File: config.mk
export PLATFORM = sky130hd
export DESIGN_NAME = lcm_via_euclid_gcd
export DESIGN_NICKNAME = d
export VERILOG_FILES = /design/src/lcm_pkg.sv /design/src/lcm_datapath.sv /design/src/lcm_ctrl.sv /design/src/lcm_via_euclid_gcd.sv
export SDC_FILE = /design/constraint.sdc
export NUM_CORES = 2
export LEC_CHECK = 0
export BUFFER_PORTS_ARGS = -buffer_cell sky130_fd_sc_hd__buf_2
export CAP_MARGIN = 40
export CORE_MARGIN = 2
export CORE_UTILIZATION = 52
export CTS_CLUSTER_DIAMETER = 120
export DETAILED_ROUTE_END_ITERATION = 16
export GPL_TIMING_DRIVEN = 0
export PLACE_DENSITY = 0.68
export SLEW_MARGIN = 20
export SYNTH_ARGS = -nofsm -noshare
export SYNTH_HDL_FRONTEND = slang
export SYNTH_SLANG_ARGS = --single-unit
File: constraint.sdc
create_clock -name clk -period 9 [get_ports clk]
set_input_delay 1.8 -clock clk [delete_from_list [all_inputs] [get_ports clk]]
set_output_delay 1.8 -clock clk [all_outputs]
set_load 0.02 [all_outputs]
File: src/lcm_pkg.sv
// ============================================================================
// lcm_pkg: shared types for the gcd / lcm block
// Request and result payloads, plus the command and status bundles that
// join the controller to the datapath.
// ============================================================================
package lcm_pkg;

  // Request payload: two unsigned operands
  typedef struct packed {
    logic [31:0] first_operand;
    logic [31:0] second_operand;
  } req_t;

  // Result payload
  typedef struct packed {
    logic [31:0] common_divisor;
    logic [63:0] common_multiple;
    logic        both_zero;
  } res_t;

  // Controller to datapath commands
  typedef struct packed {
    logic load;        // capture request operands
    logic gcd_step;    // one binary gcd reduction step
    logic gcd_finish;  // form divisor, arm the divider
    logic div_step;    // one restoring division step
    logic mul_step;    // quotient times second operand
    logic out_load;    // move finished result to output register
  } cmd_t;

  // Datapath to controller status
  typedef struct packed {
    logic trivial;     // request has a zero operand
    logic gcd_done;    // one of the gcd working values reached zero
    logic div_last;    // final division step is due
  } status_t;

endpackage

File: src/lcm_datapath.sv
// ============================================================================
// lcm_datapath: operand registers, gcd reducer, divider and multiplier
// Binary gcd (shift / subtract per cycle), then a one-bit-per-cycle
// restoring divide of the first operand by the divisor, then one multiply.
// ============================================================================
module lcm_datapath #(
  parameter int W = 32
) (
  input  logic            clk,
  input  lcm_pkg::req_t   req_data,
  input  lcm_pkg::cmd_t   cmd,
  output lcm_pkg::status_t sts,
  output lcm_pkg::res_t   res_data
);

  localparam int KW = $clog2(W);
  localparam int CW = $clog2(W + 1);

  logic [W-1:0]   opa;
  logic [W-1:0]   opb;
  logic [W-1:0]   u;
  logic [W-1:0]   v;
  logic [KW-1:0]  k;
  logic [W-1:0]   g;
  logic [W-1:0]   rem;
  logic [W-1:0]   quo;
  logic [CW-1:0]  cnt;
  logic [2*W-1:0] prod;
  logic           both_zero;

  logic [W-1:0]   in_a;
  logic [W-1:0]   in_b;
  logic [W-1:0]   u_next;
  logic [W-1:0]   v_next;
  logic [KW-1:0]  k_next;
  logic [W-1:0]   u_minus_v;
  logic [W-1:0]   v_minus_u;
  logic [W:0]     rem_shift;
  logic [W:0]     rem_sub;
  logic           rem_ge;

  // Keep only the low W bits of each operand
  assign in_a = W'(req_data.first_operand);
  assign in_b = W'(req_data.second_operand);

  assign sts.trivial  = (in_a == '0) || (in_b == '0);
  assign sts.gcd_done = (u == '0) || (v == '0);
  assign sts.div_last = (cnt == CW'(1));

  // Binary gcd step: strip common twos, strip lone twos, else subtract and halve
  assign u_minus_v = u - v;
  assign v_minus_u = v - u;

  always_comb begin
    u_next = u;
    v_next = v;
    k_next = k;
    priority if (!u[0] && !v[0]) begin
      u_next = u >> 1;
      v_next = v >> 1;
      k_next = k + KW'(1);
    end else if (!u[0]) begin
      u_next = u >> 1;
    end else if (!v[0]) begin
      v_next = v >> 1;
    end else if (u >= v) begin
      u_next = u_minus_v >> 1;
    end else begin
      v_next = v_minus_u >> 1;
    end
  end

  // Restoring division step
  assign rem_shift = {rem, quo[W-1]};
  assign rem_ge    = rem_shift >= {1'b0, g};
  assign rem_sub   = rem_shift - {1'b0, g};

  always_ff @(posedge clk) begin
    if (cmd.load) begin
      opa       <= in_a;
      opb       <= in_b;
      u         <= in_a;
      v         <= in_b;
      k         <= '0;
      g         <= in_a | in_b;
      prod      <= '0;
      both_zero <= (in_a == '0) && (in_b == '0);
    end
    if (cmd.gcd_step) begin
      u <= u_next;
      v <= v_next;
      k <= k_next;
    end
    if (cmd.gcd_finish) begin
      g   <= (u | v) << k;
      rem <= '0;
      quo <= opa;
      cnt <= CW'(W);
    end
    if (cmd.div_step) begin
      rem <= rem_ge ? rem_sub[W-1:0] : rem_shift[W-1:0];
      quo <= {quo[W-2:0], rem_ge};
      cnt <= cnt - CW'(1);
    end
    if (cmd.mul_step) begin
      prod <= (2*W)'(quo) * (2*W)'(opb);
    end
    if (cmd.out_load) begin
      res_data.common_divisor  <= 32'(g);
      res_data.common_multiple <= 64'(prod);
      res_data.both_zero       <= both_zero;
    end
  end

endmodule

File: src/lcm_ctrl.sv
// ============================================================================
// lcm_ctrl: sequencer for the gcd / lcm block
// Walks idle, gcd, divide, multiply and done phases and owns result valid.
// ============================================================================
module lcm_ctrl (
  input  logic             clk,
  input  logic             rst,
  input  logic             req_valid,
  output logic             req_ready,
  output logic             res_valid,
  input  logic             res_ready,
  input  lcm_pkg::status_t sts,
  output lcm_pkg::cmd_t    cmd
);

  typedef enum logic [2:0] {
    IDLE,
    GCD,
    DIV,
    MUL,
    DONE
  } state_t;

  state_t state;
  state_t state_next;

  assign req_ready = (state == IDLE);

  // Decode commands and next phase
  always_comb begin
    cmd        = '0;
    state_next = state;
    unique case (state)
      IDLE: begin
        cmd.load = req_valid;
        if (req_valid) begin
          state_next = sts.trivial ? DONE : GCD;
        end
      end
      GCD: begin
        if (sts.gcd_done) begin
          cmd.gcd_finish = 1'b1;
          state_next     = DIV;
        end else begin
          cmd.gcd_step = 1'b1;
        end
      end
      DIV: begin
        cmd.div_step = 1'b1;
        if (sts.div_last) begin
          state_next = MUL;
        end
      end
      MUL: begin
        cmd.mul_step = 1'b1;
        state_next   = DONE;
      end
      DONE: begin
        cmd.out_load = !res_valid || res_ready;
        if (cmd.out_load) begin
          state_next = IDLE;
        end
      end
      default: begin
        state_next = IDLE;
      end
    endcase
  end

  // Hold phase and result valid
  always_ff @(posedge clk) begin
    if (rst) begin
      state     <= IDLE;
      res_valid <= 1'b0;
    end else begin
      state <= state_next;
      if (cmd.out_load) begin
        res_valid <= 1'b1;
      end else if (res_ready) begin
        res_valid <= 1'b0;
      end
    end
  end

endmodule

File: src/lcm_via_euclid_gcd.sv
// ============================================================================
// lcm_via_euclid_gcd: greatest common divisor and least common multiple
// Returns gcd(a, b) and lcm(a, b) = (a / gcd) * b for two unsigned operands.
// ============================================================================
//
//   channel   direction  payload        handshake
//   -------   ---------  -------------  ----------------------
//   req       in         lcm_pkg::req_t req_valid / req_ready
//   res       out        lcm_pkg::res_t res_valid / res_ready
//
// A request with a zero operand goes from the accept straight to the result load.
// Otherwise: the accept, the gcd steps (one shift or subtract each, a final
// gcd step forms the divisor), the divider steps, one multiply and one
// result load, which waits while an earlier result is still unread.
// One request is worked at a time; the output register lets the next
// request be accepted while a result waits for res_ready.
// Reset is synchronous and clears only the sequencer and result valid.
// ============================================================================
module lcm_via_euclid_gcd #(
  parameter int OPERAND_BITS = 32
) (
  input  logic          clk,
  input  logic          rst,
  input  logic          req_valid,
  output logic          req_ready,
  input  lcm_pkg::req_t req_data,
  output logic          res_valid,
  input  logic          res_ready,
  output lcm_pkg::res_t res_data
);

  lcm_pkg::cmd_t    cmd;
  lcm_pkg::status_t sts;

  lcm_ctrl u_ctrl (
    .clk       (clk),
    .rst       (rst),
    .req_valid (req_valid),
    .req_ready (req_ready),
    .res_valid (res_valid),
    .res_ready (res_ready),
    .sts       (sts),
    .cmd       (cmd)
  );

  lcm_datapath #(
    .W (OPERAND_BITS)
  ) u_datapath (
    .clk      (clk),
    .req_data (req_data),
    .cmd      (cmd),
    .sts      (sts),
    .res_data (res_data)
  );

`ifndef SYNTHESIS
  // Busy after a request is taken
  a_busy_after_accept: assert property (@(posedge clk) disable iff (rst)
    (req_valid && req_ready) |=> !req_ready)
    else $error("request accepted while a previous one is in flight");

  // Both-zero result carries zero divisor and multiple
  a_both_zero_result: assert property (@(posedge clk) disable iff (rst)
    (res_valid && res_data.both_zero) |->
      (res_data.common_divisor == 32'd0 && res_data.common_multiple == 64'd0))
    else $error("both_zero result with nonzero fields");

  // Any other result has a nonzero divisor
  a_divisor_nonzero: assert property (@(posedge clk) disable iff (rst)
    (res_valid && !res_data.both_zero) |-> (res_data.common_divisor != 32'd0))
    else $error("zero divisor on a regular result");
`endif

endmodule

Yosys cells after proc, flatten, opt, wreduce, memory -nomap -nowiden --
Index checks and enable logic that the tools add are counted.
Storage, ports and cells: register bits 401, latch bits 0, RAM bits 0, ROM bits 0, input port bits 68, output and inout port bits 99, word-level logic and storage cells 107, memories 0
Cells by class: $add $sub $neg 5, multiply operators 1, div/mod/pow operators 0, order comparisons 2, equal/unequal tests 14, shifts and indexed selects 1, multiplexer cells 41, bitwise operators 2, reductions and logical operators 23
Operators by type and width (number):
- $mux 32 | 19
- $logic_not 32->1 | 4
- $mux 64 | 2
- $sub 32x32->32 | 3
- $mul 32x32->64 | 1
- $or 32x32->32 | 2
- $ge 33x32->1 | 1
- $ge 32x32->1 | 1
- $shl 32x5->32 | 1
- $mux 3 | 5
- $mux 5 | 3
- $pmux 3 s5 | 1
- $mux 6 | 2
- $ne 4x4->1 const B | 3
- $reduce_bool 2->1 | 5
- $mux 1 | 8
- $eq 3x2->1 const B | 2
- $eq 6x1->1 const B | 1
- $ne 2x2->1 const B | 3
- $reduce_and 3->1 | 2
- $sub 6x1->6 const B | 1
- $add 5x1->5 const B | 1
- $ne 2x1->1 const B | 2
- $reduce_and 2->1 | 2
- other kinds (9) | 14

Depth between registers and ports, before layout --
depth in word-level cells 6, gate-level depth with buffers 28

Hierarchy --
Synthesis repeated with hierarchy kept, for this count alone.
Unflattened totals: cells, all modules 5700, area, all modules 55882.3 um^2
Modules (own cells, without submodules):
- lcm_datapath | times used 1, cells an instance 5669, area each 55617.1 um^2, sequential area each 11921.4 um^2
- lcm_ctrl | times used 1, cells an instance 31, area each 265.3 um^2, sequential area each 80.1 um^2

Worst setup path after synthesis --
OpenSTA, ideal clock, no wires.
kind register to register, start point register u_datapath.opb[2], end point register u_datapath.prod[59] (data pin), setup time 0.266 ns, arrival time 6.903 ns, data required time 8.734 ns, setup slack 1.831 ns, stages on the path, launching flop included 27, period minus slack after synthesis 7.169 ns, path through edfxtp_1 > clkbuf_1 > and2_1 > fa_1 > inv_1 > fa_1 > fa_1 > fa_1 > inv_1 > fa_1 > inv_1 > fa_1 > inv_1 > fa_1 > fa_1 > ha_1 > clkbuf_1 > a21o_1 > a221o_1 > a21oi_1 > o211ai_1 > o211ai_1 > nand4b_1 > a211oi_1 > o31ai_1 > xnor2_1 > nor2_1
Between the ends: cells in the longest elaborated chain, start to end 2
RTL lines:
- start, declared | RTL line lcm_datapath.sv:20 | logic [W-1:0] opb;
- start signal, assigned | RTL line lcm_datapath.sv:81 | opb <= in_b;
- $mul 32x32->64 | RTL line lcm_datapath.sv:106 | prod <= (2*W)'(quo) * (2*W)'(opb);
- $mux 64 | RTL line lcm_datapath.sv:105 | if (cmd.mul_step) begin
- end signal, assigned | RTL line lcm_datapath.sv:106
- end, declared | RTL line lcm_datapath.sv:28 | logic [2*W-1:0] prod;
No other way between the ends. A chain may end at the register's enable or synchronous reset.

Worst setup path in the final report --
start point register u_datapath.opb[16], end point register u_datapath.prod[62] (data pin)
Same word-level chain as after synthesis.

==> key figures <==
Timing
  • Final Hold Fails: 0
  • PnR worst setup slack: 0.151 ns
  • Slew headroom: about a third
  • Final Skew: about 0.027 ns
  • Sum Neg Setup Slack: 0 ns
  • Highest clock rate: roughly 110 MHz
  • RSZ-0062 raised after global routing: true
  • Min Clock Period, post-route: slightly below 9 ns
  • # setup viols final: 0
  • Final Cycle Share: 98.3%
  • Worst slew pin tran: around 1.0 ns
  • Fin. max-slew vios: 0

Routing
  • Wirelength per Cell: roughly 28 um
  • DR vias: 45100
  • DRT iter0 DRCs: about 5000
  • Antenna Violating Nets Remaining: 0
  • Drt first pass iters: 6
  • Routed WL: roughly 210000 um
  • # DRC: 0
  • Vias/cell: between 5 and 6

Final layout
  • Area of the multi-input gates: approximately 39000 um^2
  • Nets@finish: between 7000 and 8000
  • Area growth, synth to finish: 9.81%
  • Share of cells above drive strength 1: under 10%
  • Register Area: about 12000 um^2
  • Fillers: ~9700
  • Final Instance Area: between 60000 and 70000 um^2

Die
  • Die H: roughly 330 um
  • Initial Utilization: a little over half
  • IO Pins: ~170
  • Core area: around 110000 um^2
  • Die width: 333 um
  • Die area: 111000 um^2
  • Row Count: 120

Clocking
  • Clock transition at path regs: 0.06 ns
  • CTS tree: done
  • Hold buffers post-CTS: 0
  • Clock buffer depth: 3
  • H-tree depth: 2
  • Clock root cell: clkbuf_16
  • CTS buffer count: 47
  • CTS sink count: around 400
  • Clk_lat worst skew: around 0.67 ns

Setup path
  • CP startpoint kind: flop
  • Crit path max fanout: 10
  • Critical path, cell by cell: clkbuf_1 -> and2_1 -> fa_1 -> fa_1 -> inv_1 -> fa_1 -> fa_1 -> inv_1 -> fa_1 -> fa_1 -> fa_1 -> inv_1 -> fa_1 -> inv_1 -> ha_1 -> clkbuf_1 -> nand4_1 -> nor3_1 -> a21oi_1 -> o21ai_2 -> o21ai_1 -> a2111oi_1 -> o21a_1 -> nor3_1
  • Setup CP Type: reg2reg
  • Critical path's slowest cell: clkbuf_1
  • Worst Path Arrival: ~9 ns
  • Most common cell on crit path: fa_1
  • CP Capture Type: flop
  • Worst endpoint required time: between 9 and 10 ns
  • Crit path largest cell delay: approximately 0.71 ns

Global route
  • Overall routing resource usage: approximately 39%
  • Initial antenna violation count: 6
  • Largest net degree at the start of global routing: 61
  • Global-route wire length before repair: slightly above 300000 um
  • GRT overflow: 0
  • Vias in the first global route: between 40000 and 50000

Placed design
  • Pre-CTS WS: -0.144 ns
  • IO buf count: around 170
  • Final HPWL DP: roughly 180000 um
  • GPL Wtd Cong: 1.06
  • Placed Area: about 60000 um^2

Synthesis
  • Syn avg cell area: roughly 9.6 um^2
  • Leading post-synthesis cells by cell area: fa_1 (32%), edfxtp_1 (21%), ha_1 (8.8%), and2_1 (6.9%), inv_1 (6.8%)
  • Largest area contributor in the netlist: fa_1
  • Cell Area, Synth: 56100 um^2
  • Synth warn: 0
  • Asr flop ratio synth: 0%
  • EDFF count, synth: between 300 and 400
  • Sequential share of the synthesized area: approximately a fifth
  • Post-synth top area share: between 30% and 40%
  • Cell variety after synth: a little over 90
  • Synth Flop Type: edfxtp_1
  • Synthesized Nets: 7222
  • Mapped Cells: 5862
  • Synthesized flop and latch total: 401

Run status
  • Outcome: completed

Flow run
  • Max Cap Viol: 0

Hold path
  • Min-delay worst type: reg2reg
## cells by family after synthesis
kind of cell | Yosys count | synth area share, %
buf+inv | 1338 | 9.11
flops | 401 | 21.4
compound gates | 729 | 8.48
mux | 78 | 1.53
fa+ha+maj | 1292 | 40.8
simple gates | 1890 | 16.6
xor+xnor | 134 | 2.09
## through the flow
step,utilization (%),std cells,hold slack [ns]
finish,57.6,7626,0.417
floorplan,-,5862,0.400
detailed placement,55.9,7514,0.405
CTS,57.3,7598,0.418
global placement,54.8,7431,0.401
global route,57.5,7618,0.423
## placed cells by master, fill, tap and decap left out, types with 72 or more instances in the layout
master / instances
nand2_1: 662
fa_1: 899
a21oi_1: 233
xnor2_1: 104
and2_1: 618
buf_2: 174
buf_6: 72
nor2_1: 319
inv_1: 1009
ha_1: 393
edfxtp_1: 397
clkbuf_1: 271
o21ai_0: 177
## Yosys cell counts (all sizes together) (10+ instances only)
cell / number
a21oi: 236
ha: 393
o21a: 16
nand4: 35
edfxtp: 397
inv: 1014
nor3: 53
xor2: 30
nor2b: 27
and3: 28
clkbuf: 298
nor3b: 10
a2111oi: 10
o31ai: 12
a21boi: 10
buf: 25
a21o: 63
a31oi: 15
mux2i: 63
a221oi: 42
nand3: 43
nor2: 321
o21bai: 35
nand2b: 16
and2: 618
mux2: 10
nor4: 43
o211ai: 16
a211oi: 24
fa: 899
o21ai: 187
nand2: 665
xnor2: 104
## layer usage
layer,track usage (%),vias to the layer above,part of all wire [%]
met3,9.68,654,11
met2,59.3,2764,44
met4,24.4,4,7.8
met1,49.2,22500,37
met5,0,-,0.013
li1,-,19200,-
## state kept, by name, indices dropped and copies added, names as in the netlist, 6 cells and up
| register | count |
|---|---|
| u_datapath.rem | 32 |
| u_datapath.u | 32 |
| u_datapath.opb | 32 |
| u_datapath.v | 32 |
| u_datapath.quo | 32 |
| u_datapath.g | 32 |
| u_datapath.opa | 32 |
| u_datapath.res_data | 97 |
| u_datapath.cnt | 6 |
| u_datapath.prod | 64 |
## final cells by class
cell class | instances | area share [%]
Antenna cell | 10 | 0.0406
Buffer | 323 | 2.18
Clock buffer | 52 | 1.94
Clock inverter | 32 | 0.514
Inverter | 1015 | 6.19
Multi-Input combinational cell | 4123 | 63.4
Sequential cell | 401 | 19.5
Tap cell | 1403 | 2.85
Timing Repair Buffer | 267 | 3.46
## path summary, 6_finish.rpt
check                            endpoint  cells past startpoint  slack, ns                 from
hold / removal    u_datapath.res_data[29]                      0       0.42  u_datapath.prod[28]
hold reg to reg   u_datapath.res_data[29]                      0       0.42  u_datapath.prod[28]
setup / recovery      u_datapath.prod[62]                     24       0.15   u_datapath.opb[16]
setup reg to reg      u_datapath.prod[62]                     24       0.15   u_datapath.opb[16]
## worst max-delay path: cells and delay by family, from the launching register on
family	cells	cell delay (ns)
simple gates	4	0.91
flops	1	0.48
compound gates	5	1.56
buf+inv	6	1.26
fa+ha+maj	9	4.35
## timing repair
action	CTS	global route
resized for setup	6	48
buffers inserted	0	5
endpoints found under the setup margin	7	10
pin swaps	0	1
Power is left out: the tool's default activity adds up to more than one toggle a clock period on the data nets, which glitch-free logic cannot reach.
